===== src/rtl/ictf_pkg.sv =====
package ictf_pkg;

  localparam int CORDIC_STEPS = 16;
  localparam int CordicN = (CORDIC_STEPS > 24) ? 24 : CORDIC_STEPS;
  localparam int CNT_W = $clog2(CordicN + 1);

  localparam int CW = 40;
  localparam int ZW = 34;
  localparam int AW = 18;

  localparam int ACC_W = 24;
  localparam int INC_W = 18;
  localparam int RATE_W = 17;

  localparam logic [16:0] INC_DIV = 17'd62500;
  localparam logic [17:0] INC_BIAS_Q = 18'd68720;
  localparam logic [33:0] INC_NUM_OFS = 34'd4295031250;

  localparam logic signed [ZW-1:0] HALF_TURN = 34'sd3019898880;

  function automatic logic signed [ZW-1:0] atan_entry(input logic [4:0] i);
    logic signed [ZW-1:0] v;
    case (i)
      5'd0:  v = 34'sd754974720;
      5'd1:  v = 34'sd445687602;
      5'd2:  v = 34'sd235489089;
      5'd3:  v = 34'sd119537938;
      5'd4:  v = 34'sd60000934;
      5'd5:  v = 34'sd30029717;
      5'd6:  v = 34'sd15018523;
      5'd7:  v = 34'sd7509720;
      5'd8:  v = 34'sd3754917;
      5'd9:  v = 34'sd1877466;
      5'd10: v = 34'sd938734;
      5'd11: v = 34'sd469367;
      5'd12: v = 34'sd234684;
      5'd13: v = 34'sd117342;
      5'd14: v = 34'sd58671;
      5'd15: v = 34'sd29335;
      5'd16: v = 34'sd14668;
      5'd17: v = 34'sd7334;
      5'd18: v = 34'sd3667;
      5'd19: v = 34'sd1833;
      5'd20: v = 34'sd917;
      5'd21: v = 34'sd458;
      5'd22: v = 34'sd229;
      5'd23: v = 34'sd115;
      default: v = '0;
    endcase
    return v;
  endfunction

endpackage


===== src/rtl/ictf_isqrt.sv =====
module ictf_isqrt import ictf_pkg::*; (
  input  logic               clk,
  input  logic               rst,
  input  logic               start,
  input  logic signed [15:0] a,
  input  logic signed [15:0] b,
  output logic               busy,
  output logic [15:0]        root
);

  logic [31:0] rem;
  logic [31:0] r;
  logic [31:0] bitv;
  logic [32:0] trial;
  logic signed [31:0] sq_a;
  logic signed [31:0] sq_b;

  assign sq_a = a * a;
  assign sq_b = b * b;
  assign trial = {1'b0, r} + {1'b0, bitv};
  assign root = r[15:0];

  always_ff @(posedge clk) begin
    if (rst) begin
      busy <= 1'b0;
    end else if (start) begin
      busy <= 1'b1;
    end else if (busy && bitv == 32'd1) begin
      busy <= 1'b0;
    end
  end

  always_ff @(posedge clk) begin
    if (start) begin
      rem  <= 32'(sq_a) + 32'(sq_b);
      r    <= '0;
      bitv <= 32'h4000_0000;
    end else if (busy) begin
      if ({1'b0, rem} >= trial) begin
        rem <= rem - trial[31:0];
        r   <= (r >> 1) + bitv;
      end else begin
        r <= r >> 1;
      end
      bitv <= bitv >> 2;
    end
  end

endmodule


===== config.mk =====
export PLATFORM = sky130hd
export DESIGN_NAME = ictf_isqrt
export DESIGN_NICKNAME = d
export VERILOG_FILES = /design/src/rtl/ictf_pkg.sv /design/src/rtl/ictf_isqrt.sv
export SDC_FILE = /design/constraint.sdc
export NUM_CORES = 2
export LEC_CHECK = 0
export ABC_CLOCK_PERIOD_IN_PS = 15800
export BUFFER_PORTS_ARGS = -buffer_cell sky130_fd_sc_hd__clkbuf_2
export CORE_ASPECT_RATIO = 0.6
export CORE_UTILIZATION = 40
export CTS_BUF_LIST = sky130_fd_sc_hd__clkbuf_8
export DETAILED_ROUTE_END_ITERATION = 6
export SLEW_MARGIN = 20
export SYNTH_ARGS = -nofsm -noshare
export SYNTH_HDL_FRONTEND = slang
export SYNTH_SLANG_ARGS = --single-unit

===== constraint.sdc =====
create_clock -name clk -period 15.8 [get_ports clk]
set_input_delay 2.37 -clock clk [delete_from_list [all_inputs] [get_ports clk]]
set_output_delay 2.37 -clock clk [all_outputs]
set_load 0.01 [all_outputs]

# Yosys cells after proc, flatten, opt, wreduce, memory -nomap -nowiden
# Cells that the tools add are included.
# totals
wordCells,23
regBits,81
# op_classes
mux,6
n_addsub,4
reduce_logical,5
order_cmp,1
multipliers,2
eq_ne,1
# op_table
operator,count
32-bit two-way mux,4
16-bit by 16-bit multiplier with 32-bit output,2
32-bit by 31-bit adder with 33-bit output,1
32-bit by 33-bit greater-or-equal comparator with 1-bit output,1
31-bit by 31-bit adder with 32-bit output,1
32-bit adder,1
32-bit subtractor,1
"16-bit by 1-bit == test with 1-bit output, second input constant",1
2-bit nonzero test,3
1-bit two-way mux,2
2-bit AND reduction,1
1-bit logical AND,1

# Logic depth before layout (Yosys ltp)
# depth
word_depth,5
depth_mapped,28

# Least setup slack after synthesis
# No wires, ideal clock.
# synth_timing
path_type,input port to flip-flop
start,input port b[15]
end,register rem[24] (data pin)
path_buffers,1
arrival_time_ps,9355
cell_stages,24
setup_slack_ps,6176
setup_time_ps,268
cell_sequence,clkbuf_1 > and2_1 > fa_1 > inv_1 > fa_1 > fa_1 > inv_1 > fa_1 > fa_1 > fa_1 > fa_1 > inv_1 > fa_1 > inv_1 > ha_1 > a21o_1 > a2111oi_0 > o31ai_1 > a211oi_1 > o21ai_0 > a21o_1 > a21oi_1 > xor2_1 > mux2i_1
# synth_between
elab_chain_len,3
# synth_lines
element,line_no,rtl
start: declaration,ictf_isqrt.sv:6,"input logic signed [15:0] b,"
16-bit by 16-bit multiplier with 32-bit output,ictf_isqrt.sv:19,assign sq_b = b * b;
32-bit adder,ictf_isqrt.sv:35,rem <= 32'(sq_a) + 32'(sq_b);
32-bit two-way mux,ictf_isqrt.sv:34,if (start) begin
end signal: assignment,ictf_isqrt.sv:35,
end signal: assignment,ictf_isqrt.sv:40,rem <= rem - trial[31:0];
end: declaration,ictf_isqrt.sv:11,logic [31:0] rem;
# Every way passes these cells.
# A chain may end at the register's enable or synchronous reset.

# Worst setup path after layout
# Same ends and word-level chain as after synthesis.

==> summary.md <==
| Metric | Value |
|---|---|
| 1st-iter DRT viols | `1247` |
| Compound-gate portion of the synthesized area | `0.0889` |
| Total track usage | `0.197` |
| Clock root cell | `clkbuf_8` |
| Post-CTS setup buffer count | `0` |
| Post-CTS Hold Buffers | `0` |
| Final setup violation count | `0` |
| Post-route setup TNS | `0 ns` |
| Core ar. | `between 0.05 and 0.06 mm2` |
| Max-cap check violation count | `0` |
| DRC errors left | `0` |
| Detailed Route WL | `55.8 mm` |
| Cells after Synth | `2624` |
| Min cycle time layout | `10.81 ns` |
| ANT nets after route | `0` |
| HPWL Detailed | `49.0 mm` |
| CP max stage delay | `0.83 ns` |
| Vias in the first global route | `18851` |
| IO Count | `52` |
| Syn Nets | `3394` |
| Mux cell area share after synthesis | `0.0109` |
| Num CTS Buffers | `9` |
| Top delay family on crit path | `adder cells` |
| Number of library cell types mapped by synthesis | `72` |
| Area leader, netlist | `fa_1` |
| Critical Path AT | `10.95 ns` |
| Slew Limit Fails | `0` |
| Maximum fanout along the worst path | `31` |
| Post-synth top area share | `0.431` |
| Fraction of layout cells with a size suffix above 1 | `0.0388` |
| Total grt overflow | `0` |
| Largest family of logic cells by synthesized area | `adder cells` |
| Worst setup SP type | `primary input` |
| EDFF count, synth | `32` |
| Vias | `17322` |
| Die footprint | `0.0616 mm2` |
| Final hold violation count | `0` |
| Post-CTS Resized | `0` |
| Sequential fraction of the synthesis area | `0.0802` |
| Synth area leaders | `fa_1 (43%), ha_1 (11%), inv_1 (9.9%)` |
| Initial core utilization | `0.407` |
| Slowest-stage cell, CP | `and2_1` |
| Drt first pass iters | `6` |
| Max H-tree Level | `3` |
| Reg2reg start | `bitv[2]` |
| Slew headroom | `0.305` |
| Critical path capture point type | `register` |
| Drt via density | `5.11` |
| IO Port Bufs | `51` |
| Post-route setup slack | `4.99 ns` |
| Main synth FF type | `dfxtp_1` |
| Synthesized area | `roughly 0.024 mm2` |
| Drt wl/cell | `16.5 um` |
| DIE HEIGHT | `193 um` |
| FMAX | `92.5 MHz` |
| Adder-cell area share of the yosys netlist | `0.541` |
| Status | `completed` |
| Period utilization | `0.684` |
| Clock skew | `0.0181 ns` |
| Buf+Inv Stages, Crit Path | `5` |
| Yosys reg bits | `81` |
| Worst Tran Pin Value | `1.04 ns` |
| RSZ-0062 raised after global routing | `false` |
| TritonCTS clock tree | `built` |
| Initial antenna violation count | `1` |
| Critical path class | `primary input to register` |
| Largest net degree at the start of global routing | `77` |
| CP most frequent cell | `fa_1` |
| Area Growth Syn to Fin | `4.59%` |
| Hold Startpoint | `r[0]` |
| Site Rows | `69` |
| Worst Path Required | `15.94 ns` |
| Hold crit path type | `register to register` |
| Post-synth ARST share | `0` |
| Placer Congestion | `0.905` |
| Fillcell total | `5852` |
| Avg Cell Area, Syn | `9.23 um2` |
| Clock transition at path regs | `roughly 0.080 ns` |
| Cell chain of the critical path | `clkbuf_2 -> and2_1 -> fa_1 -> inv_1 -> fa_1 -> fa_1 -> inv_1 -> fa_1 -> fa_1 -> fa_1 -> fa_1 -> inv_1 -> fa_1 -> inv_1 -> ha_1 -> a21o_1 -> a2111oi_0 -> o31ai_1 -> a211oi_1 -> o21ai_0 -> a21o_1 -> a21oi_1 -> xor2_1 -> mux2i_1` |
| CTS max path bufs | `2` |
| Die Wd | `320 um` |
| Syn. warnings | `0` |
| Place WS | `around 4.7 ns` |
| Critical path origin | `b[15]` |
| Synth Area in XOR/XNOR | `0.0456` |
| CTS sink cnt | `a little over 80` |
| Most frequent cells in the layout | `inv_1 (642), fa_1 (521), ha_1 (214)` |
| First-pass GRT wire length | `97.2 mm` |
| Simple-gate share of the synthesized area | `0.116` |
| Worst skew pair latency | `approximately 0.40 ns` |
| Commonest non-fill, non-tap cell in the layout | `inv_1` |
| Nets | `3370` |
-- final timing paths --
| check | to | slack, ns | cells after the start |
|---|---|---|---|
| worst max-delay path | rem[24] | 4.99 | 24 |
| worst min-delay path | r[0] | 0.55 | 2 |
| worst max register to register | rem[10] | 9.12 | 22 |
| worst min register to register | r[0] | 0.55 | 2 |
-- worst reg2reg max path, cell delays in order, from the launching register on --
cell      delay (ns)
dfxtp_1         0.40
ha_1            0.36
a31oi_1         0.18
a211oi_1        0.62
a21oi_1         0.28
o21ai_0         0.39
a31oi_1         0.24
o21ai_0         0.42
a31oi_1         0.20
o21bai_1        0.20
xnor2_1         0.09
ha_1            0.34
nand3_1         0.18
nor4_1          0.20
a31oi_1         0.16
o21a_1          0.17
o31a_1          0.10
buf_4           0.21
nor2_1          0.64
buf_4           0.28
nand2_1         0.08
nand2_1         0.12
buf_4           0.42
-- stage by stage --
stage          utilization  instance area (um2)  hold WS, ns  cells
2_1_floorplan            -                24200        0.491   2624
3_3_place_gp         0.422                25100        0.532   3370
3_5_place_dp         0.422                25100        0.547   3370
4_1_cts              0.426                25300        0.556   3386
5_1_grt              0.426                25300        0.604   3387
6_report             0.426                25300        0.552   3387
-- registers in the layout (all words and copies together) (netlist names) --
register  flops
bitv         16
r            32
rem          32
busy          1
-- kinds of logic (layout without fill, tap and decap cells) --
family / after synthesis / in the layout
simple gates: 603 / 603
compound gates: 316 / 316
flops: 81 / 81
mux: 26 / 26
other cells: 1 / 2
xor+xnor: 126 / 126
fa+ha+maj: 735 / 735
buf+inv: 736 / 717
-- synthesized netlist by cell type, types with 5 or more instances --
cell type  count
inv_1        641
fa_1         521
ha_1         214
nand2_1      213
nor2_1       163
and2_1        92
xnor2_1       86
clkbuf_1      68
a21oi_1       62
o21ai_0       57
dfxtp_1       49
xor2_1        40
edfxtp_1      32
a21o_1        31
a31oi_1       30
nor3_1        24
mux2i_1       23
nor2b_1       22
a211oi_1      19
nand3_1       19
buf_4         18
o31ai_1       16
nand2b_1      13
o21a_1        12
o21bai_1      12
and3_1        11
nand4_1       11
a31o_2        10
or3_1         10
a311oi_1       8
nor3b_1        6
o311ai_0       6
buf_2          5
o211ai_1       5
or2_2          5
-- cell type report --
class / instances / area, um2 / area share
tap: 781 / 977 / 0.0386
timing repair buffer: 59 / 318 / 0.0125
multi-input combinational: 1807 / 19400 / 0.767
sequential: 81 / 1940 / 0.0767
clock buffer: 10 / 138 / 0.00543
inverter: 642 / 2410 / 0.0951
clock inverter: 6 / 108 / 0.00425
antenna: 1 / 2.50 / 0.0000988
-- layer usage --
layer  global-route usage  part of all wire
met5                    0                 0
met4               0.0285             0.012
met3               0.0229             0.052
met2                0.311              0.44
met1                0.296              0.49
Power is not shown: default switching activity piles up to over one toggle a cycle in this logic, so the estimate is an artifact.
