File: src/rtl/ictf_pkg.sv
package ictf_pkg;

  localparam int CORDIC_STEPS = 16;
  localparam int CordicN = (CORDIC_STEPS > 24) ? 24 : CORDIC_STEPS;
  localparam int CNT_W = $clog2(CordicN + 1);

  localparam int CW = 40;
  localparam int ZW = 34;
  localparam int AW = 18;

  localparam int ACC_W = 24;
  localparam int INC_W = 18;
  localparam int RATE_W = 17;

  localparam logic [16:0] INC_DIV = 17'd62500;
  localparam logic [17:0] INC_BIAS_Q = 18'd68720;
  localparam logic [33:0] INC_NUM_OFS = 34'd4295031250;

  localparam logic signed [ZW-1:0] HALF_TURN = 34'sd3019898880;

  function automatic logic signed [ZW-1:0] atan_entry(input logic [4:0] i);
    logic signed [ZW-1:0] v;
    case (i)
      5'd0:  v = 34'sd754974720;
      5'd1:  v = 34'sd445687602;
      5'd2:  v = 34'sd235489089;
      5'd3:  v = 34'sd119537938;
      5'd4:  v = 34'sd60000934;
      5'd5:  v = 34'sd30029717;
      5'd6:  v = 34'sd15018523;
      5'd7:  v = 34'sd7509720;
      5'd8:  v = 34'sd3754917;
      5'd9:  v = 34'sd1877466;
      5'd10: v = 34'sd938734;
      5'd11: v = 34'sd469367;
      5'd12: v = 34'sd234684;
      5'd13: v = 34'sd117342;
      5'd14: v = 34'sd58671;
      5'd15: v = 34'sd29335;
      5'd16: v = 34'sd14668;
      5'd17: v = 34'sd7334;
      5'd18: v = 34'sd3667;
      5'd19: v = 34'sd1833;
      5'd20: v = 34'sd917;
      5'd21: v = 34'sd458;
      5'd22: v = 34'sd229;
      5'd23: v = 34'sd115;
      default: v = '0;
    endcase
    return v;
  endfunction

endpackage

File: src/rtl/ictf_cordic.sv
module ictf_cordic import ictf_pkg::*; (
  input  logic                 clk,
  input  logic                 rst,
  input  logic                 start,
  input  logic signed [16:0]   y_in,
  input  logic signed [16:0]   x_in,
  output logic                 busy,
  output logic signed [AW-1:0] angle
);

  logic signed [CW-1:0] x;
  logic signed [CW-1:0] y;
  logic signed [ZW-1:0] z;
  logic [CNT_W-1:0]     cnt;
  logic                 zero;
  logic signed [CW-1:0] xs;
  logic signed [CW-1:0] ys;
  logic signed [CW-1:0] dx;
  logic signed [CW-1:0] dy;
  logic signed [ZW-1:0] zr;

  assign xs = {{(CW-37){x_in[16]}}, x_in, 20'b0};
  assign ys = {{(CW-37){y_in[16]}}, y_in, 20'b0};
  assign dx = y >>> cnt;
  assign dy = x >>> cnt;
  assign zr = z + ZW'(32768);
  assign angle = zero ? '0 : zr[ZW-1:ZW-AW];

  always_ff @(posedge clk) begin
    if (rst) begin
      busy <= 1'b0;
    end else if (start) begin
      busy <= 1'b1;
    end else if (busy && cnt == CNT_W'(CordicN - 1)) begin
      busy <= 1'b0;
    end
  end

  always_ff @(posedge clk) begin
    if (start) begin
      cnt  <= '0;
      zero <= (x_in == '0) && (y_in == '0);
      if (x_in[16]) begin
        x <= -xs;
        y <= -ys;
        z <= y_in[16] ? -HALF_TURN : HALF_TURN;
      end else begin
        x <= xs;
        y <= ys;
        z <= '0;
      end
    end else if (busy) begin
      cnt <= cnt + 1'b1;
      if (!y[CW-1]) begin
        x <= x + dx;
        y <= y - dy;
        z <= z + atan_entry(5'(cnt));
      end else begin
        x <= x - dx;
        y <= y + dy;
        z <= z - atan_entry(5'(cnt));
      end
    end
  end

endmodule

File: config.mk
export PLATFORM = sky130hd
export DESIGN_NAME = ictf_cordic
export DESIGN_NICKNAME = d
export VERILOG_FILES = /design/src/rtl/ictf_pkg.sv /design/src/rtl/ictf_cordic.sv
export SDC_FILE = /design/constraint.sdc
export NUM_CORES = 1
export LEC_CHECK = 0
export BUFFER_PORTS_ARGS = -buffer_cell sky130_fd_sc_hd__buf_2
export CORE_MARGIN = 2
export CORE_UTILIZATION = 49
export DETAILED_ROUTE_END_ITERATION = 10
export GPL_ROUTABILITY_DRIVEN = 1
export SYNTH_ARGS = -nofsm -noshare
export SYNTH_HDL_FRONTEND = slang
export SYNTH_SLANG_ARGS = --single-unit
File: constraint.sdc
create_clock -name clk -period 15.18 [get_ports clk]
set_input_delay 1.518 -clock clk [delete_from_list [all_inputs] [get_ports clk]]
set_output_delay 1.518 -clock clk [all_outputs]
set_load 0.01 [all_outputs]
Yosys cells after proc, flatten, opt, wreduce, memory -nomap -nowiden:

Memories as Yosys holds them, arrays and structs flattened. A register that Yosys moved wholly into a read port is not among the register bits.
Index checks and enable logic that the tools add are counted.

* add/sub/neg operators: 10
* equality and inequality tests: 1
* shifts and indexed selects: 2
* muxes and demuxes: 26
* reductions and logical operators: 6

Operators by type and width (number)
* 34-bit 2-to-1 mux: 11
* 40-bit 2-to-1 mux: 8
* 40-bit adder: 2
* 37-bit negation with 40-bit output: 2
* 40-bit by 5-bit >>> shifter with 40-bit output: 2
* 40-bit subtractor: 2
* 34-bit by 17-bit adder with 34-bit output, second input constant: 1
* 34-bit adder: 1
* 17-bit logical NOT: 2
* 34-bit subtractor: 1
* 5-bit 2-to-1 mux: 4
* 18-bit 2-to-1 mux: 1
* 5-bit by 1-bit adder with 5-bit output, second input constant: 1
* 5-bit by 4-bit == test with 1-bit output, second input constant: 1
* 2-bit nonzero test: 2
* 1-bit logical AND: 2
* 1-bit 2-to-1 mux: 2

* bits in registers: 121
* ROM bits: 1920
* output and inout bits: 19
* logic and storage cells: 53
* memories: 2

Memory list
* (name not given): depth 32, bits a word 30, read ports 1, clocked after Yosys merged registers in 1, write ports 0, RTL line ictf_pkg.sv:23 `case (i)`
* (name not given): depth 32, bits a word 30, read ports 1, clocked after Yosys merged registers in 1, write ports 0, RTL line ictf_pkg.sv:23

Logic depth before layout (Yosys ltp):

* depth after elaboration: 7
* gate-level depth with buffers: 29
* gate-level depth less buffers: 23

Least setup slack after synthesis:

No wires, ideal clock.

* path type: reg2reg
* start point: register cnt[4]
* end point: register y[37], data pin
* library setup time: 0.158 ns
* arrival time: 6.259 ns
* data required time: 15.022 ns
* slack: 8.763 ns
* cell stages (with the launch flop): 28
* path buffers: 9
* cell sequence: dfxtp_1 > clkbuf_1 > buf_2 > buf_2 > clkbuf_1 > buf_1 > clkbuf_1 > buf_1 > buf_1 > clkbuf_1 > nor2_1 > nor2_1 > ha_1 > inv_1 > nor3_2 > nand3_1 > nor4_2 > nor2_1 > xor2_1 > ha_1 > and2_1 > nand4_1 > o21ai_0 > a31oi_1 > nor4_1 > o211ai_1 > a2111o_1 > o211ai_1

* longest elaborated chain between the ends: 5
* elaborated cells on any way between the ends: 6
* those cells by class: 2 x add/sub; 1 x shift; 3 x mux

Ends and longest elaborated chain
* start: declaration: RTL line ictf_cordic.sv:14 `logic [CNT_W-1:0] cnt;`
* start signal: assignment: RTL line ictf_cordic.sv:53 `cnt <= cnt + 1'b1;`
* 40-bit by 5-bit >>> shifter with 40-bit output *: RTL line ictf_cordic.sv:25 `assign dy = x >>> cnt;`
* 40-bit subtractor or 40-bit adder (tied branches): RTL line ictf_cordic.sv:56, ictf_cordic.sv:60
* 40-bit 2-to-1 mux *: RTL line ictf_cordic.sv:54 `if (!y[CW-1]) begin`
* 40-bit 2-to-1 mux *: RTL line ictf_cordic.sv:52 `end else if (busy) begin`
* 40-bit 2-to-1 mux *: RTL line ictf_cordic.sv:40 `if (start) begin`
* end signal: assignment: RTL line ictf_cordic.sv:45 `y <= -ys;`
* end signal: assignment: RTL line ictf_cordic.sv:56 `y <= y - dy;`
* end signal: assignment: RTL line ictf_cordic.sv:60 `y <= y + dy;`
* end: declaration: RTL line ictf_cordic.sv:12 `logic signed [CW-1:0] y;`

Every way passes the cells marked *; elsewhere a longest branch is shown, timed or not. The select of a mux whose other input is x is not followed.
A chain may end at the register's enable or synchronous reset.

Worst setup path in the final report:

* start point: register cnt[1]
* end point: register y[37], data pin

The elaborated chain is that of the path after synthesis.

==> impl_metrics.yaml <==
timing:
  rsz0062_at_grt: "false"
  worst_pin_slew_ps: 1214
  slew_viol_final: 0
  finalHoldViolCount: 0
  slew_headroom_pct: 19.10
  max_freq_mhz: 122.4
  setup_viol: 0
  hold_slack_ps: 616.7
  fin_skew_ps: 16.90
  fin_crit_ps: 8170
  fin_crit_sh_pct: 53.82
  fin_setup_tns_ps: 0
placed_design:
  io_buffer_count: 55
  placed_area_sq_mm: 0.02252
  gp_congestion: 1.074
  hpwlAfterDp_mm: 60.98
critical_path:
  start_kind: "flop"
  cp.required_ps: 15510
  cp_max_fo: 58
  reg2reg_slack_ps: 7010
  r2r-start: "cnt[1]"
  timing.rr.end: "y[37]"
  crit_path_end_kind: "flop"
  r2r_cells: 20
  worst-setup-path-type: "flop to flop"
  crit_arrival_ps: 8510
global_routing:
  grt_pass1_wl_mm: 122.2
  grt_pass1_vias: 20070
  track_usage_pct: 34.12
  grt-ovfl-total: 0
  antenna_found_initial: 0
  grt_max_degree: 66
synthesis:
  synth_compound_area_share_pct: 22.90
  synth_simple_gate_area_share_pct: 18.74
  ys_seq_elements: 151
  synth_top_family_by_area: "compound AO/OA/AOI/OAI gates"
  syn-cell-area_sq_mm: 0.02210
  muxShareOfSynthArea_pct: 18.43
  seq_area_frac_synth_pct: 18.89
  synthCells: 2609
  synth_top_flop_cell: "edfxtp_1"
  synth_edf_count: 115
  yosys_warnings: 0
  yosys.area_share.adder_pct: 7.745
  syn_nets: 2781
  ys_types: 104
  avgSynthCellArea_sq_um: 8.471
  synthXorXnorAreaFrac_pct: 8.639
  synthArstFlopShare_pct: 0
clock_tree:
  insertion_delay_ps: 500
  postCtsSetupBuffers: 0
  cts_tree: "yes"
  cts_hold_buf: 0
  h-tree-depth: 4
  cts_resized: 0
  cts_buffer_depth: 2
  clock_sinks: 151
  path_clk_slew_ps: 70
  root_buffer: "clkbuf_16"
  cts_made_buffers: 17
layout:
  nets: 2714
  final_common_cell: "nor2_1"
  fin_area_sq_mm: 0.02307
  drive_above_1_share_pct: 11.98
  n_antenna_cell: 0
  layout_common_cells: "285 x nor2_1, 213 x nand2_1, 195 x a21oi_1"
  fillCellCount: 4234
  syn_to_final_growth_pct: 4.382
hold_path:
  hp-class: "flop to flop"
  hold_path_startpoint: "busy"
  hold_end: "busy"
  whs_path_depth: 2
floorplan:
  dieArea_sq_mm: 0.04682
  ioPinCount: 56
  dieWidth_um: 216.4
  rows: 77
  start_util_pct: 49.76
  coreArea_sq_mm: 0.04441
  die_h_um: 216.4
outcome:
  status: "complete, no violations"
drt:
  drc: 0
  viasPerCell: 6.736
  first_iter_violations: 2297
  wire_per_inst_um: 25.61
  wirelength_mm: 80.59
  antenna_left: 0
  first_pass_iters: 7
  vias: 21200
job:
  cap_viol_max_count: 0
synth_stat cells, types with 41 or more instances:
master	number	share of area, %
mux2i_1	97	4.4
edfxtp_1	115	16
clkbuf_1	94	1.6
a21oi_1	195	4.4
a31oi_1	41	1.2
xor2_1	89	3.5
xnor2_1	129	5.1
nor3_1	57	1.3
nand2_1	213	3.6
inv_1	53	0.90
nand3_1	42	0.95
a21o_1	65	2.2
o21ai_0	150	3.4
mux4_2	111	11
ha_1	132	7.5
nor2_1	285	4.8
kinds of logic (layout without fill, tap and decap cells):
logic type      after synthesis  in the layout
flops                       151            151
compound gates              768            768
fa+ha+maj                   135            135
simple gates                851            851
xor+xnor                    218            218
mux                         260            260
buf+inv                     226            172
how the worst max path moves through the flow:
stage	startpoint	cells after the start	endpoint	slack, ps
floorplan	cnt[4]	27	y[37]	8760
global placement	cnt[1]	22	x[37]	7330
detailed placement	cnt[1]	20	y[37]	7190
CTS	cnt[1]	20	y[37]	7190
global route	cnt[0]	22	x[37]	6450
finish	cnt[1]	20	y[37]	7010
per-layer routing:
layer  up-vias  GRT usage (%)  share of wire [%]
met5         -              0                  0
met3       213          6.316                7.6
li1       9789              -                  -
met1     10210          43.56                 40
met4         0          18.65                5.7
met2       984          54.64                 46
worst max-delay path, cell delays in order (launching register included):
cell and delay (ps):
dfxtp_4 720, buf_4 790, mux4_2 740, mux2i_1 660, o22ai_1 190, nor3_1 440
nand4_2 230, nor3_2 310, nand3_1 300, nor4_2 500, nor2_1 100, xor2_1 180
ha_1 370, and2_1 210, nand4_1 110, o21ai_0 430, a31oi_1 280, nor4_1 690
o211ai_1 230, a2111o_1 400, o211ai_1 90
area by class of cell:
cell class                      count  area (sq um)  share of cell area [%]
Multi-Input combinational cell   2232         16910                   73.28
Sequential cell                   151          4190                   18.16
Tap cell                          592         740.7                   3.211
Timing Repair Buffer               79         457.9                   1.985
Clock buffer                       19         432.9                   1.877
Inverter                           61         229.0                  0.9925
Clock inverter                     13         112.6                  0.4881
per-stage QoR:
step	cells	setup WS, ps	utilization [%]
CTS	3147	7189	51.94
finish	3147	7010	51.94
detailed placement	3115	7191	50.71
global placement	3115	7331	50.71
global route	3147	6449	51.94
floorplan	2609	8763	-
Power is left out: the tool's default activity adds up to more than one toggle a clock period on the data nets, which glitch-free logic cannot reach.
