### src/rtl/ictf_pkg.sv
package ictf_pkg;

  localparam int CORDIC_STEPS = 16;
  localparam int CordicN = (CORDIC_STEPS > 24) ? 24 : CORDIC_STEPS;
  localparam int CNT_W = $clog2(CordicN + 1);

  localparam int CW = 40;
  localparam int ZW = 34;
  localparam int AW = 18;

  localparam int ACC_W = 24;
  localparam int INC_W = 18;
  localparam int RATE_W = 17;

  localparam logic [16:0] INC_DIV = 17'd62500;
  localparam logic [17:0] INC_BIAS_Q = 18'd68720;
  localparam logic [33:0] INC_NUM_OFS = 34'd4295031250;

  localparam logic signed [ZW-1:0] HALF_TURN = 34'sd3019898880;

  function automatic logic signed [ZW-1:0] atan_entry(input logic [4:0] i);
    logic signed [ZW-1:0] v;
    case (i)
      5'd0:  v = 34'sd754974720;
      5'd1:  v = 34'sd445687602;
      5'd2:  v = 34'sd235489089;
      5'd3:  v = 34'sd119537938;
      5'd4:  v = 34'sd60000934;
      5'd5:  v = 34'sd30029717;
      5'd6:  v = 34'sd15018523;
      5'd7:  v = 34'sd7509720;
      5'd8:  v = 34'sd3754917;
      5'd9:  v = 34'sd1877466;
      5'd10: v = 34'sd938734;
      5'd11: v = 34'sd469367;
      5'd12: v = 34'sd234684;
      5'd13: v = 34'sd117342;
      5'd14: v = 34'sd58671;
      5'd15: v = 34'sd29335;
      5'd16: v = 34'sd14668;
      5'd17: v = 34'sd7334;
      5'd18: v = 34'sd3667;
      5'd19: v = 34'sd1833;
      5'd20: v = 34'sd917;
      5'd21: v = 34'sd458;
      5'd22: v = 34'sd229;
      5'd23: v = 34'sd115;
      default: v = '0;
    endcase
    return v;
  endfunction

endpackage

### src/rtl/ictf_incr.sv
module ictf_incr import ictf_pkg::*; (
  input  logic                    clk,
  input  logic                    rst,
  input  logic                    start,
  input  logic signed [RATE_W-1:0] rate,
  input  logic [15:0]             t,
  output logic                    busy,
  output logic signed [INC_W-1:0] inc
);

  typedef enum logic [3:0] {
    L_IDLE = 4'b0001,
    L_MUL  = 4'b0010,
    L_LOAD = 4'b0100,
    L_DIV  = 4'b1000
  } lane_state_t;

  lane_state_t state;
  logic [5:0]          cnt;
  logic signed [RATE_W-1:0] rt;
  logic [15:0]         tsh;
  logic signed [32:0]  prod;
  logic [33:0]         nq;
  logic [15:0]         rem;
  logic [17:0]         trial;

  assign busy  = (state != L_IDLE);
  assign trial = {1'b0, rem, nq[33]} - {1'b0, INC_DIV};
  assign inc   = INC_W'(nq[17:0] - INC_BIAS_Q);

  always_ff @(posedge clk) begin
    if (rst) begin
      state <= L_IDLE;
      cnt   <= '0;
    end else begin
      unique case (state)
        L_IDLE: begin
          if (start) begin
            state <= L_MUL;
            cnt   <= '0;
          end
        end
        L_MUL: begin
          cnt <= cnt + 1'b1;
          if (cnt == 6'd15) begin
            state <= L_LOAD;
          end
        end
        L_LOAD: begin
          state <= L_DIV;
          cnt   <= '0;
        end
        L_DIV: begin
          cnt <= cnt + 1'b1;
          if (cnt == 6'd33) begin
            state <= L_IDLE;
          end
        end
        default: state <= L_IDLE;
      endcase
    end
  end

  always_ff @(posedge clk) begin
    case (state)
      L_IDLE: begin
        if (start) begin
          rt   <= rate;
          tsh  <= t;
          prod <= '0;
        end
      end
      L_MUL: begin
        prod <= (prod <<< 1) + (tsh[15] ? 33'(rt) : 33'sd0);
        tsh  <= tsh << 1;
      end
      L_LOAD: begin
        nq  <= {prod[32], prod} + INC_NUM_OFS;
        rem <= '0;
      end
      L_DIV: begin
        if (!trial[17]) begin
          rem <= trial[15:0];
          nq  <= {nq[32:0], 1'b1};
        end else begin
          rem <= {rem[14:0], nq[33]};
          nq  <= {nq[32:0], 1'b0};
        end
      end
      default: ;
    endcase
  end

endmodule

### config.mk
export PLATFORM = sky130hd
export DESIGN_NAME = ictf_incr
export DESIGN_NICKNAME = d
export VERILOG_FILES = /design/src/rtl/ictf_pkg.sv /design/src/rtl/ictf_incr.sv
export SDC_FILE = /design/constraint.sdc
export NUM_CORES = 1
export LEC_CHECK = 0
export BUFFER_PORTS_ARGS = -buffer_cell sky130_fd_sc_hd__buf_2
export CORE_MARGIN = 1
export CORE_UTILIZATION = 37
export CTS_CLUSTER_SIZE = 40
export DETAILED_ROUTE_END_ITERATION = 6
export MAX_ROUTING_LAYER = met4
export PLACE_DENSITY_LB_ADDON = 0.15
export SETUP_SLACK_MARGIN = 0.05
export SLEW_MARGIN = 15
export SYNTH_ARGS = -nofsm -noshare
export SYNTH_HDL_FRONTEND = slang
export SYNTH_SLANG_ARGS = --single-unit
export TNS_END_PERCENT = 5
### constraint.sdc
create_clock -name clk -period 4.2 [get_ports clk]
set_input_delay 0.84 -clock clk [delete_from_list [all_inputs] [get_ports clk]]
set_output_delay 0.84 -clock clk [all_outputs]
set_load 0.1 [all_outputs]
### After elaboration in Yosys (flattened, before gate mapping)

Cells that the tools add are included.

| word-level totals | value |
|---|---|
| register bits after elaboration | 126 |
| output and inout port bits | 19 |
| word-level logic and storage cells | 45 |

| operators by class | value |
|---|---|
| add/subtract/negate cells | 5 |
| equal/unequal tests | 10 |
| mux-type cells | 15 |
| reductions and logical operators | 8 |

Operators with widths:

| kind | number |
|---|---|
| case mux 34 bit (2 select lines) | 1 |
| 2-to-1 mux 33 bit | 2 |
| case mux 33 bit (2 select lines) | 1 |
| case mux 16 bit (2 select lines) | 2 |
| adder 34 x 33 -> 34 bit, second input constant | 1 |
| adder 33 bit | 1 |
| 2-to-1 mux 16 bit | 2 |
| case mux 6 bit (3 select lines) | 1 |
| subtractor 17 x 16 -> 18 bit, second input constant | 1 |
| subtractor 18 x 17 -> 18 bit, second input constant | 1 |
| case mux 4 bit (4 select lines) | 1 |
| 2-to-1 mux 4 bit | 3 |
| adder 6 x 1 -> 6 bit, second input constant | 1 |
| == test 6 x 4 -> 1 bit, second input constant | 1 |
| == test 6 bit, second input constant | 1 |
| 2-to-1 mux 6 bit | 1 |
| != test 2 bit, second input constant | 3 |
| AND reduction 2 bit | 3 |
| == test 4 x 1 -> 1 bit, second input constant | 1 |
| == test 4 x 2 -> 1 bit, second input constant | 1 |
| == test 4 x 3 -> 1 bit, second input constant | 1 |
| == test 4 bit, second input constant | 1 |
| != test 4 x 1 -> 1 bit, second input constant | 1 |
| nonzero test 2 bit | 2 |
| 4 further kinds | 4 |

### Logic depth before layout (Yosys ltp)

| logic depth | value |
|---|---|
| depth after elaboration | 4 |
| mapped depth | 11 |

### Worst setup path before layout

Ideal clock, no wire load.

| timing | value |
|---|---|
| path kind | reg2reg |
| start | register state[2] |
| end | register nq[0], enable pin |
| arrival time | 4.034 ns |
| setup slack | -0.354 ns |
| stages on the path, launching flop included | 4 |
| clock period less this slack | 4.554 ns |
| cell sequence | dfxtp_1 > clkbuf_1 > xnor2_1 > nor3_1 |

| on the way | value |
|---|---|
| longest elaborated chain between the ends | 2 |

Ends and longest elaborated chain:

| element | line | RTL |
|---|---|---|
| start: declaration | ictf_incr.sv:18 | `lane_state_t state;` |
| start signal: assignment | ictf_incr.sv:33 | `state <= L_IDLE;` |
| start signal: assignment | ictf_incr.sv:39 | `state <= L_MUL;` |
| start signal: assignment | ictf_incr.sv:46 | `state <= L_LOAD;` |
| == test 4 bit or == test 4 x 3 -> 1 bit (tied branches) | ictf_incr.sv:65 | `case (state)` |
| nonzero test 2 bit (no source line) * | - |  |
| end signal: assignment | ictf_incr.sv:78 | `nq <= {prod[32], prod} + INC_NUM_OFS;` |
| end signal: assignment | ictf_incr.sv:84 | `nq <= {nq[32:0], 1'b1};` |
| end signal: assignment | ictf_incr.sv:87 | `nq <= {nq[32:0], 1'b0};` |
| end: declaration | ictf_incr.sv:23 | `logic [33:0] nq;` |

Mark *: on every way between the ends. The rest lies on a longest branch, timed or not.
A chain may end at the register's enable or synchronous reset.

### Final worst setup path

| timing | value |
|---|---|
| start | register nq[7] |
| end | output port inc[16] |

| on the way | value |
|---|---|
| longest elaborated chain between the ends | 1 |

Ends and longest elaborated chain:

| element | line | RTL |
|---|---|---|
| subtractor 18 x 17 -> 18 bit | ictf_incr.sv:29 | `assign inc = INC_W'(nq[17:0] - INC_BIAS_Q);` |
| end: declaration | ictf_incr.sv:8 | `output logic signed [INC_W-1:0] inc` |

Every way passes these cells.

==> results.json <==
{
  "outcome": "completed",
  "fin_skew_ns": 0.0123,
  "io_buffers": 54,
  "p_leak_uw": 0.00330,
  "stdcell_count": 1164,
  "cts_buffers": 17,
  "synth_top_cell_area_share_pct": 44.1,
  "relSlewSlack_pct": 39.9,
  "p_sw_uw": 1730,
  "die_w_microns": 148,
  "dr.pass1.iters": 4,
  "synthesis.nets": 897,
  "dr_total_vias": 6274,
  "postCtsHoldBufs": 0,
  "cts_resized": 0,
  "hold_ws_ns": 0.510,
  "die_y_microns": 148,
  "synth_flop_cell": "edfxtp_1",
  "powerDensity_nw_per_um2": 519,
  "tns_ns": 0,
  "grt-ovfl-total": 0,
  "via_per_inst": 5.39,
  "rows": 53,
  "ant_nets": 0,
  "period_minus_slack_ns": 3.57,
  "min_path_type": "reg -> reg",
  "crit_fanout": 5,
  "start_util_pct": 37.7,
  "seq_power_share_pct": 40.7,
  "rsz0062_at_grt": "false",
  "reg2reg_to": "prod[27]$_SDFFCE_PN0P_",
  "synth.distinct_cells": 66,
  "pin_count": 55,
  "clock_latency_ns": 0.42,
  "fin_crit_sh_pct": 85.1,
  "rrSetupSlack_ns": 0.92,
  "setup_viol": 0,
  "combPwrFrac_pct": 28.8,
  "cts_tree": "done",
  "synth-seq-area-share_pct": 46.6,
  "start_kind": "register",
  "synth_area_leaders": "edfxtp_1 44%, nand2_1 6.0%, xor2_1 4.9%",
  "crit_start": "nq[7]$_DFFE_PP_",
  "post_cts_buffers": 0,
  "place_congestion": 0.862,
  "hold_violations": 0,
  "worstPathRequired_ns": 3.36,
  "grt_max_degree": 51,
  "nFillCells": 2075,
  "power.internal_uw": 2940,
  "detail_route.iter0.violations": 428,
  "worst-endpoint-arrival_ns": 2.73,
  "drc": 0,
  "antennaDiodeCount": 0,
  "rr_startpoint": "tsh[15]$_DFFE_PP_",
  "wl_per_cell_microns": 16.3,
  "yosysWarnings": 0,
  "dp_hpwl_microns": 13500,
  "path_clk_slew_ns": 0.06,
  "netSwitchingFraction_pct": 37.1,
  "syn_area_sq_um": 7900,
  "crit_path_end_kind": "primary output",
  "synth_edf_count": 116,
  "die_area_sq_um": 21900,
  "path_class": "reg -> out",
  "fin_nets": 933,
  "clockPowerShare_pct": 30.4,
  "ir_drop_v": 0.000282,
  "cts.sinks": 126,
  "ys_seq_elements": 126,
  "ctsHtreeMaxLevel": 4,
  "synth_cells": 840,
  "grt_pass1_vias": 6016,
  "antenna_found_initial": 0,
  "fmax_mhz": 280,
  "cp-endpoint": "inc[16]",
  "place_inst": 1132,
  "avgSynthCellArea_sq_um": 9.40,
  "async_reset_ff_share_pct": 0,
  "drv_cap": 0,
  "grt_first_pass_wirelength_microns": 31400,
  "final_max_slew_viol_count": 0,
  "yosysTopAreaCell": "edfxtp_1",
  "tightest_slew_ns": 0.902,
  "grt.total_usage_pct": 18.9,
  "cts_buffer_depth": 2,
  "synthToLayoutAreaGrowth_pct": 13.7,
  "worstHoldPathCells": 2,
  "cts_root_buf": "clkbuf_16",
  "drt_wl_total_microns": 19000,
  "coreArea_sq_um": 21000,
  "rr_worst_depth": 9,
  "layout-drive-gt1-share_pct": 13.4
}
[worst min path at each step]
stage	start	to	slack, ns
2_1_floorplan	tsh[9]$_DFFE_PP_	tsh[10]$_DFFE_PP_	0.48
3_3_place_gp	tsh[13]$_DFFE_PP_	tsh[14]$_DFFE_PP_	0.49
3_5_place_dp	tsh[2]$_DFFE_PP_	tsh[3]$_DFFE_PP_	0.50
4_1_cts	tsh[4]$_DFFE_PP_	tsh[5]$_DFFE_PP_	0.52
5_1_grt	tsh[14]$_DFFE_PP_	tsh[15]$_DFFE_PP_	0.54
6_report	tsh[4]$_DFFE_PP_	tsh[5]$_DFFE_PP_	0.51
[placed cells by master (no fill, tap or decap), drive strengths merged, types with 17 or more instances in the layout]
master / netlist / routed
nor3: 19 / 19
nor2: 87 / 87
o21ai: 45 / 45
edfxtp: 116 / 116
xor2: 44 / 44
nand3: 25 / 25
buf: 16 / 67
xnor2: 35 / 35
a21oi: 36 / 36
nand4: 17 / 17
nand2: 127 / 127
ha: 20 / 20
and2: 29 / 29
nor4: 19 / 19
clkbuf: 34 / 17
[state kept, by name, indices dropped and copies added (netlist names)]
register,flops
cnt,6
rt,17
nq,34
state,4
rem,16
prod,33
tsh,16
[logic make-up (layout without fill, tap and decap cells)]
kind of cell	Yosys count	count (layout)	synth area share [%]
AND/OR/NAND/NOR	383	383	23.5
flip-flops	126	126	46.6
buffers and inverters	59	108	3.17
AO/OA/AOI/OAI	164	164	13.5
adder cells (fa/ha/maj)	21	21	3.42
multiplexers	8	8	1.01
XOR/XNOR	79	79	8.76
[synthesized netlist by cell type, drive strengths merged (10+ instances only)]
master,instances
nand2,127
edfxtp,116
nor2,87
o21ai,45
xor2,44
a21oi,36
xnor2,35
clkbuf,34
and2,29
nand3,25
ha,20
nor3,19
nor4,19
nand4,17
and3,16
buf,16
a21o,14
or3,14
a211oi,10
dfxtp,10
[critical path, cell delays in order, from the launching register on]
cell	delay, ns
edfxtp_1	0.45
nor3_1	0.25
a21boi_0	0.36
nor2_1	0.12
or3_1	0.36
nor3_1	0.19
xnor2_1	0.14
buf_2	0.44
[power by group through the flow]
stage               Clock [uW]  Combinational [uW]  Sequential (uW)
detailed placement           0                1340             1920
CTS                       1460                1350             1890
floorplan                    0                1140             1760
global placement             0                1350             1920
finish                    1420                1350             1900
global route              1510                1500             1930
[area by class of cell]
| type | count | area (sq um) | area share [%] |
|---|---|---|---|
| timing repair buffer | 67 | 368 | 4.09 |
| multi-input combinational | 655 | 3990 | 44.4 |
| inverter | 9 | 33.8 | 0.376 |
| tap | 275 | 344 | 3.83 |
| sequential | 126 | 3680 | 41.0 |
| clock inverter | 15 | 140 | 1.56 |
| clock buffer | 17 | 425 | 4.73 |
[stage by stage]
stage | area (sq um) | power (uW) | setup slack, ns | util, %
4_1_cts | 8990 | 4710 | 0.609 | 42.9
6_report | 8990 | 4670 | 0.627 | 42.9
5_1_grt | 8990 | 4940 | 0.453 | 42.9
3_5_place_dp | 8420 | 3270 | 0.933 | 40.2
3_3_place_gp | 8420 | 3270 | 0.960 | 40.2
2_1_floorplan | 7910 | 2890 | 0.421 | -
[metal layers]
metal	part of all wire [%]	routed length (microns)	vias up	GRT usage, %
met5	0	0	-	-
met4	1.9	365	0	5.98
met3	5.0	943	32	3.96
met2	43	8240	171	27.8
met1	50	9460	2934	26.0
li1	-	-	3137	-
Power figures use the tool's default switching activity.
