--- config.mk ---
export PLATFORM = sky130hd
export DESIGN_NAME = ictf_blend
export DESIGN_NICKNAME = d
export VERILOG_FILES = /design/src/rtl/ictf_pkg.sv /design/src/rtl/ictf_blend.sv
export SDC_FILE = /design/constraint.sdc
export NUM_CORES = 1
export LEC_CHECK = 0
export ABC_AREA = 1
export ABC_CLOCK_PERIOD_IN_PS = 4000
export BUFFER_PORTS_ARGS = -buffer_cell sky130_fd_sc_hd__buf_2
export CORE_MARGIN = 1.5
export CORE_UTILIZATION = 59
export DETAILED_ROUTE_END_ITERATION = 6
export GPL_TIMING_DRIVEN = 0
export PLACE_DENSITY = 0.8
export SYNTH_ARGS = -nofsm -noshare
export SYNTH_HDL_FRONTEND = slang
export SYNTH_SLANG_ARGS = --single-unit
export TNS_END_PERCENT = 1
--- constraint.sdc ---
create_clock -name clk -period 4 [get_ports clk]
set_input_delay 0.4 -clock clk [delete_from_list [all_inputs] [get_ports clk]]
set_output_delay 0.4 -clock clk [all_outputs]
set_load 0.05 [all_outputs]
--- src/rtl/ictf_pkg.sv ---
package ictf_pkg;

  localparam int CORDIC_STEPS = 16;
  localparam int CordicN = (CORDIC_STEPS > 24) ? 24 : CORDIC_STEPS;
  localparam int CNT_W = $clog2(CordicN + 1);

  localparam int CW = 40;
  localparam int ZW = 34;
  localparam int AW = 18;

  localparam int ACC_W = 24;
  localparam int INC_W = 18;
  localparam int RATE_W = 17;

  localparam logic [16:0] INC_DIV = 17'd62500;
  localparam logic [17:0] INC_BIAS_Q = 18'd68720;
  localparam logic [33:0] INC_NUM_OFS = 34'd4295031250;

  localparam logic signed [ZW-1:0] HALF_TURN = 34'sd3019898880;

  function automatic logic signed [ZW-1:0] atan_entry(input logic [4:0] i);
    logic signed [ZW-1:0] v;
    case (i)
      5'd0:  v = 34'sd754974720;
      5'd1:  v = 34'sd445687602;
      5'd2:  v = 34'sd235489089;
      5'd3:  v = 34'sd119537938;
      5'd4:  v = 34'sd60000934;
      5'd5:  v = 34'sd30029717;
      5'd6:  v = 34'sd15018523;
      5'd7:  v = 34'sd7509720;
      5'd8:  v = 34'sd3754917;
      5'd9:  v = 34'sd1877466;
      5'd10: v = 34'sd938734;
      5'd11: v = 34'sd469367;
      5'd12: v = 34'sd234684;
      5'd13: v = 34'sd117342;
      5'd14: v = 34'sd58671;
      5'd15: v = 34'sd29335;
      5'd16: v = 34'sd14668;
      5'd17: v = 34'sd7334;
      5'd18: v = 34'sd3667;
      5'd19: v = 34'sd1833;
      5'd20: v = 34'sd917;
      5'd21: v = 34'sd458;
      5'd22: v = 34'sd229;
      5'd23: v = 34'sd115;
      default: v = '0;
    endcase
    return v;
  endfunction

endpackage

--- src/rtl/ictf_blend.sv ---
module ictf_blend import ictf_pkg::*; (
  input  logic                    clk,
  input  logic                    rst,
  input  logic                    start,
  input  logic signed [ACC_W-1:0] acc,
  input  logic signed [INC_W-1:0] cinc,
  input  logic signed [AW-1:0]    tilt,
  input  logic [8:0]              w,
  output logic                    busy,
  output logic signed [ACC_W-1:0] fused
);

  logic signed [25:0]   d;
  logic signed [AW-1:0] tb;
  logic [8:0]           wsh;
  logic signed [34:0]   p;
  logic [3:0]           cnt;
  logic signed [35:0]   s;
  logic signed [27:0]   q;

  assign s = 36'(p) + {{10{tb[AW-1]}}, tb, 8'b0} + 36'sd128;
  assign q = s[35:8];

  always_comb begin
    if (q > 28'sd8388607) begin
      fused = 24'h7FFFFF;
    end else if (q < -28'sd8388608) begin
      fused = 24'h800000;
    end else begin
      fused = q[23:0];
    end
  end

  always_ff @(posedge clk) begin
    if (rst) begin
      busy <= 1'b0;
    end else if (start) begin
      busy <= 1'b1;
    end else if (busy && cnt == 4'd8) begin
      busy <= 1'b0;
    end
  end

  always_ff @(posedge clk) begin
    if (start) begin
      d   <= 26'(acc) + 26'(cinc) - 26'(tilt);
      tb  <= tilt;
      wsh <= w;
      p   <= '0;
      cnt <= '0;
    end else if (busy) begin
      p   <= (p <<< 1) + (wsh[8] ? 35'(d) : 35'sd0);
      wsh <= wsh << 1;
      cnt <= cnt + 1'b1;
    end
  end

endmodule
# Word level (Yosys, flattened, before mapping)
# Cells that the tools add are included.
[word_totals] register_bits=93 latch_bits=0 mem_bits_rw=0 romBits=0 input_bits=72 out_inout_bits=25 memories=0
[classes] add_sub_neg=6 mul=0 n_div=0 n_lt_le_gt_ge=2 n_eq_ne=1 shifts=0 muxes=7 bitwise=0 n_reduce_logical=3
[op_table] operator="$mux W24" n=2
[op_table] operator="$add A35 B26 Y36" n=1
[op_table] operator="$add A36 B8 Y36 const B" n=1
[op_table] operator="$add A35 B35 Y35" n=1
[op_table] operator="$mux W35" n=1
[op_table] operator="$gt A28 B24 Y1 const B" n=1
[op_table] operator="$lt A28 B24 Y1 const B" n=1
[op_table] operator="$sub A25 B18 Y26" n=1
[op_table] operator="$add A24 B18 Y25" n=1
[op_table] operator="$mux W9" n=2
[op_table] operator="$add A4 B1 Y4 const B" n=1
[op_table] operator="$eq A4 B4 Y1 const B" n=1
[op_table] operator="$reduce_bool A2 Y1" n=2
[op_table] operator="$mux W1" n=2
[op_table] operator="$logic_and A1 B1 Y1" n=1

# Logic depth before layout (Yosys ltp)
# Gate-level depths: netlist of the first run.
[depth] depth_word=5 depth_mapped=18 depth_no_buf=17

# Worst setup path after synthesis of the first run
# No wires, ideal clock.
[synth_timing] kind="register to output" startpoint="register tb[17]" endpoint="output fused[6]" arrival_ps=2443 required_ps=3600 slack_ps=1157 path_stages_with_launch=17 path_cell_list="edfxtp_1 -> ha_1 -> nand2_1 -> inv_1 -> nand2_1 -> nand2_1 -> a21oi_1 -> o21ai_0 -> nor2_1 -> nand2_1 -> nand2_1 -> nand2_1 -> inv_2 -> nand2_4 -> buf_6 -> nand2_1 -> nand2_1"
[synth_via] elab_chain_cells=5
[synth_lines] element="from (decl)" line="ictf_blend.sv:14" rtl="logic signed [AW-1:0] tb;"
[synth_lines] element="from (signal assigned)" line="ictf_blend.sv:47" rtl="tb <= tilt;"
[synth_lines] element="$add A35 B26 Y36 *" line="ictf_blend.sv:21" rtl="assign s = 36'(p) + {{10{tb[AW-1]}}, tb, 8'b0} + 36'sd128;"
[synth_lines] element="$add A36 B8 Y36 *" line="ictf_blend.sv:21"
[synth_lines] element="$lt A28 B24 Y1" line="ictf_blend.sv:27" rtl="end else if (q < -28'sd8388608) begin"
[synth_lines] element="$mux W24" line="ictf_blend.sv:27"
[synth_lines] element="$mux W24 *" line="ictf_blend.sv:25" rtl="if (q > 28'sd8388607) begin"
[synth_lines] element="to (decl)" line="ictf_blend.sv:10" rtl="output logic signed [ACC_W-1:0] fused"
# Every way passes the cells marked *; elsewhere a longest branch is shown, timed or not.

# Worst setup path after layout of the first run
[layout_timing] startpoint="register tb[17]" endpoint="output fused[22]"
# Same word-level chain as after synthesis.

==> results of run 1 <==
area by class of cell:
type                            instances  area [um2]  area share (%)
Tap cell                              216         270            2.53
Multi-Input combinational cell       1055        6060            56.7
Sequential cell                        93        2390            22.4
Inverter                              291        1090            10.2
Clock buffer                            9         225            2.11
Buffer                                 18        97.6           0.913
Clock inverter                          7        67.6           0.632
Timing Repair Buffer                   96         480            4.49
cell usage in the layout (no fill, tap or decap), drive strengths merged, types with 2 or more instances in the layout:
cell type / instances
nand2: 436
inv: 295
nor2: 120
a21oi: 107
buf: 102
ha: 88
o21ai: 75
nand3: 66
edfxtp: 53
dfxtp: 40
xor2: 35
fa: 26
xnor2: 22
clkbuf: 21
nand4: 15
nor3: 15
a21o: 13
o21bai: 11
a31oi: 9
clkinv: 3
a211oi: 2
nor4: 2
o21a: 2
o221ai: 2
final timing paths:
check	slack, ns	start	end	depth (start not counted)
hold reg to reg	0.46	cnt[3]$_SDFFE_PP0P_	cnt[3]$_SDFFE_PP0P_	1
hold / removal	0.20	rst	busy$_SDFFE_PP0P_	2
setup reg to reg	0.90	wsh[8]$_DFFE_PP_	p[24]$_SDFFE_PP0P_	15
setup / recovery	0.36	tb[17]$_DFFE_PP_	fused[22]	15
metrics by stage:
| step | util [%] | hold slack [ns] | setup WS (ns) |
|---|---|---|---|
| 2_1_floorplan | - | 0.423 | 1.16 |
| 3_3_place_gp | 65.2 | 0.438 | 0.707 |
| 3_5_place_dp | 65.2 | 0.445 | 0.677 |
| 4_1_cts | 67.0 | 0.199 | 0.284 |
| 5_1_grt | 67.1 | 0.208 | 0.168 |
| 6_report | 67.1 | 0.200 | 0.356 |
per-layer routing:
layer  vias up  share of wire, %  wire length (um)
met5         -                 0                 0
met3        86               4.6              1250
met2       320                48             12900
met4         0               5.2              1410
met1      4312                42             11400
li1       4828                 -                 -
report_power, final:
group	total [mW]	leakage [nW]	switching [mW]	internal (mW)
Combinational	2.54	5.02	1.74	0.796
Clock	0.865	0.145	0.427	0.439
Sequential	1.30	0.854	0.0983	1.20
Total	4.71	6.01	2.27	2.44
flip-flops by register name (all words and copies together) (netlist names):
register  flops
busy          1
tb           18
d            26
cnt           4
p            35
wsh           9
what timing repair did:
| item | in CTS | in global routing |
|---|---|---|
| resized for setup | 0 | 1 |
| hold endpoints to repair | 0 | 0 |
| hold buffers | 0 | 0 |
| endpoints found under the setup margin | 0 | 23 |
cells by family (layout without fill, tap and decap cells):
logic type / Yosys count / after routing / share of synthesized area, %
AND/OR/NAND/NOR: 658 / 658 / 28.0
buffers and inverters: 309 / 421 / 12.3
flip-flops: 93 / 93 / 24.8
AO/OA/AOI/OAI: 226 / 226 / 12.9
adder cells (fa/ha/maj): 114 / 114 / 16.8
XOR/XNOR: 57 / 57 / 5.18
==> metrics.txt, run 1 <==
status=finished, final reports clean; Pre-antenna DRT Iters=5; 1st-iter DRT viols=643; Post-Layout Cell Count=roughly 1,800; busiest grt layer=met2; # IOs=97; global-route wire length before repair=42.9 mm; via count=9,546; met2 GRT Util=57.3%; critical path class=flip-flop to output port; CP Buf/Inv Count=4; Clock transition at path regs=0.08 ns; leak pwr=6.01 nW; detailed placement HPWL=22.5 mm; FMAX=around 270 MHz; post-synthesis register bit count=93; synthesis-to-finish area growth=10.9%; Filler cells=1,506; clock buffer depth=2; EDFF count, synth=53; slew margin rel.=27.4%; crit-path cells=ha_1 > inv_1 > nor3_2 > nand2_1 > nor2_1 > nor2_1 > nand2_1 > nand2_1 > nand2_1 > inv_2 > nand2_4 > buf_6 > nand2_1 > nand2_1 > buf_2; layout cells sized above 1=under 10%; number of global-route vias before repair=approximately 8,900; fin area=between 10,000 and 15,000 um2; Yosys warnings=0; GRT met1 Usage=39.8%; Fin. Hold Viols=0; clock root cell=clkbuf_16; CP max stage cell=edfxtp_1; Placed Cells=1,769; sequential-to-total area share from yosys stat=24.8%; Slew Limit Fails=0; Pwr Total=4.71 mW; CP Launch Type=flip-flop; clk sinks=93; count leader, synth=nand2_1; Max FO, Critical Path=10; Initial Utilization=just over 60%; post-DR wirelength/cell=15.1 um; Largest delay share family, worst path=simple AND/OR/NAND/NOR gates; MaxCap Viol Count=0; crit path time final=3.64 ns; gpl congestion=roughly 1; total CTS buffers=9; Tcrit/Tclk final=91.1%; Most common cell on crit path=nand2_1; syn avg cell area=6.62 um2; Worst Path Required=3.60 ns; Total GRT Usage=33.0%; Core Footprint=approximately 16,000 um2; initial antenna violation count=0; Worst-Skew Late Latency=~0.36 ns; Mapped Nets=1,643; Die H=131 um; port bufs=96; worst min-delay path category=input pin to flip-flop; ys async rst share=0%; final wirelength=about 27 mm; Synth area leaders=nand2_1, edfxtp_1, ha_1; htree depth=3; diodes inserted=0; Least-Margin Pin Slew=1.09 ns; Placed Area=10,400 um2; main flop type after synthesis=edfxtp_1; VDD IR max=0.263 mV; Fin Setup TNS=0 ns; Cell Pwr Density=440 nW/um2; DRC violation count after routing=0; RSZ-0062 raised after global routing=false; total gr overflow=0; grt met3 use=4.28%; Final #Nets=between 1,500 and 2,000; die area=17,100 um2; synth unique cells=around 40; Mapped Area=around 9600 um2; Synth Instances=1,457; num rows=46; pin count of the biggest net entering global routing=just over 50; Post-synth top cells=nand2_1, inv_1, nor2_1, a21oi_1, ha_1; clk_skew=0.0115 ns; CP arrival=3.24 ns; Antenna Nets Post-Route=0; via density per instance=5.35; leading area contributor after synthesis=nand2_1; delay of the slowest cell on the worst path=0.60 ns; DIE WIDTH=131 um; final setup violation count=0; top-area cell type share of the netlist area=16.6%; CTS tree=done; critical path capture point type=output port; post-CTS setup buffer count=0
Note: power is estimated with default switching activity, not from simulation.
==> inputs of run 2 (changes only) <==
Settings changed: CORE_UTILIZATION 59 to 35, PLACE_DENSITY 0.8 to not set.
==> run 2 against run 1 <==
  * Critical path type unchanged
  * Final area is 1.6% higher
  * Highest routed layer unchanged
  * Combinational power hardly changed
  * Largest power group unchanged
  * Count of clock-buffer cells in the layout is 2 higher
  * Critical endpoint is now fused[6]
  * Clock skew is 0.0023 ns lower
  * Sequential share of layout area is 0.35 points lower
  * Utilization is 27 points lower
  * Register-to-register slack better by 0.03 ns
  * Maximum frequency is 3.3% higher
  * Die area is 67% higher
==> metrics.txt, run 2 (same netlist as run 1, synthesis figures left out) <==
status=finished, final reports clean; CTS tree=done; sequential share of power=27.5% (-0.2 points); Tcrit/Tclk final=88.2% (-2.9 points); clk sinks=93 (unchanged); setup slack, reg-to-reg=0.93 ns (+0.03 ns); htree depth=3 (unchanged); via density per instance=4.77 (-11%); FMAX=283 MHz (+3.3%); number of global-route vias before repair=8,637 (-3.2%); slew margin rel.=24.1% (-3.3 points); Slew Limit Fails=0 (unchanged); reg2reg end=p[30]$_SDFFE_PP0P_; commonest non-fill, non-tap cell in the layout=nand2_1; r2r worst-path depth=14 (-1); CP arrival=3.13 ns (-0.11 ns); Cell Pwr Density=434 nW/um2 (-1.4%); Worst-Skew Late Latency=0.35 ns (about the same); critical path capture point type=output port; post-DR wirelength/cell=14.2 um (-5.9%); Sw Ratio=46.8% (-1.4 points); Worst Hold End=busy$_SDFFE_PP0P_; port bufs=96 (unchanged); clock root cell=clkbuf_16; final core utilization=40.2% (-27 points); worst min-delay path category=input pin to flip-flop; crit path time final=3.53 ns (-0.115 ns); num rows=60 (+30%); most frequent cells in the layout=nand2_1, inv_1, nor2_1, a21oi_1, buf_2; Fin. Hold Viols=0 (unchanged); synthesis-to-finish area growth=12.6%; Critical R2R Launch=wsh[8]$_DFFE_PP_; Worst Path Required=3.60 ns (about the same); max reg flops=35 (unchanged); total CTS buffers=9 (unchanged); clock buffer depth=2 (unchanged); 1st-iter DRT viols=499 (-22%); DRC violation count after routing=0 (unchanged); Clock transition at path regs=0.07 ns (about the same); Total GRT Usage=19.6% (-13 points); Fin Setup TNS=0 ns (unchanged); Least-Margin Pin Slew=1.14 ns (+0.0500 ns); Combinational Power Share=53.4% (-0.6 points); total gr overflow=0 (unchanged); fin area=10,900 um2 (+1.6%); CP Launch Type=flip-flop; Post-CTS Hold Fix Bufs=0 (unchanged); die area=28,600 um2 (+67%); detailed placement HPWL=23.1 mm (+2.7%); Max FO, Critical Path=10 (unchanged); DIE WIDTH=169 um (+29%); initial antenna violation count=0 (unchanged); Final #Nets=1,750 (unchanged); layout cells sized above 1=8.86% (-0.13 points); Die H=169 um (+29%); Biggest register=p; Initial Utilization=35.7% (-25 points); top flop regs=p (35), d (26), tb (18); diodes inserted=0 (unchanged); pin count of the biggest net entering global routing=51 (unchanged); net load switching power=2.21 mW (-2.8%); RSZ-0062 raised after global routing=false; Pre-antenna DRT Iters=5 (unchanged); clock network power share=19.1% (+0.7 points); global-route wire length before repair=43.6 mm (+1.5%); cts repair resizes=0 (unchanged); MaxCap Viol Count=0 (unchanged); Int Pwr=2.51 mW (+2.9%); # IOs=97 (unchanged); post-CTS setup buffer count=0 (unchanged); hold path cells=2 (unchanged); Core Footprint=27,000 um2 (+70%); leak pwr=6.02 nW (about the same); gpl congestion=0.948 (-5.7%); final wirelength=27.2 mm (+0.69%); Hold Crit Start=rst; clk_skew=0.00917 ns (-0.00234 ns); Antenna Nets Post-Route=0 (unchanged); Pwr Total=4.71 mW (+0.16%); VDD IR max=0.299 mV (+14%); critical path class=flip-flop to output port; final setup violation count=0 (unchanged); via count=9,107 (-4.6%); Placed Area=10,500 um2 (+1.5%)
run 2: through the flow:
step	instances	hold WS, ns	worst slack [ns]
3_3_place_gp	1894	0.447	0.861
6_report	1910	0.199	0.471
3_5_place_dp	1894	0.458	0.848
5_1_grt	1910	0.197	0.217
2_1_floorplan	1457	0.423	1.16
4_1_cts	1910	0.190	0.452
run 2: area by class of cell:
| class | count | area, um2 |
|---|---|---|
| Fill cell | 2903 | 16200 |
| Clock inverter | 5 | 66.3 |
| Inverter | 291 | 1090 |
| Sequential cell | 93 | 2390 |
| Buffer | 18 | 97.6 |
| Timing Repair Buffer | 96 | 480 |
| Multi-Input combinational cell | 1055 | 6060 |
| Tap cell | 341 | 427 |
| Clock buffer | 11 | 243 |
run 2: routing by layer:
layer	track usage [%]	up-vias	share of wire, %
li1	-	4847	-
met1	24.6	4034	46
met2	33.9	185	48
met3	2.88	41	3.3
met4	7.39	0	3.2
met5	0	-	0
run 2: power groups by stage:
stage | Combinational, mW | Clock [mW] | Sequential, mW
6_report | 2.52 | 0.901 | 1.30
5_1_grt | 2.81 | 0.965 | 1.31
4_1_cts | 2.52 | 0.927 | 1.30
3_5_place_dp | 2.51 | 0 | 1.32
3_3_place_gp | 2.50 | 0 | 1.32
2_1_floorplan | 1.91 | 0 | 1.27
run 2: worst max-delay path by stage:
stage / startpoint / endpoint / slack [ns] / cells after the start
after floorplan: tb[17]$_DFFE_PP_ / fused[6] / 1.16 / 16
after global placement: tb[17]$_DFFE_PP_ / fused[20] / 0.86 / 14
after detailed placement: tb[17]$_DFFE_PP_ / fused[20] / 0.85 / 15
after CTS: tb[17]$_DFFE_PP_ / fused[20] / 0.45 / 15
after global routing: tb[17]$_DFFE_PP_ / fused[21] / 0.22 / 15
final: tb[17]$_DFFE_PP_ / fused[6] / 0.47 / 14
run 2: critical path, stage by stage (launching register included):
cell,delay (ns)
edfxtp_1,0.63
ha_1,0.50
a21oi_1,0.24
nand2_1,0.13
a21oi_1,0.12
o21ai_0,0.10
nor2_1,0.14
nand3_1,0.09
nand2_1,0.12
inv_2,0.08
nand2_4,0.11
buf_6,0.14
nand2_1,0.06
nand2_1,0.06
buf_2,0.25
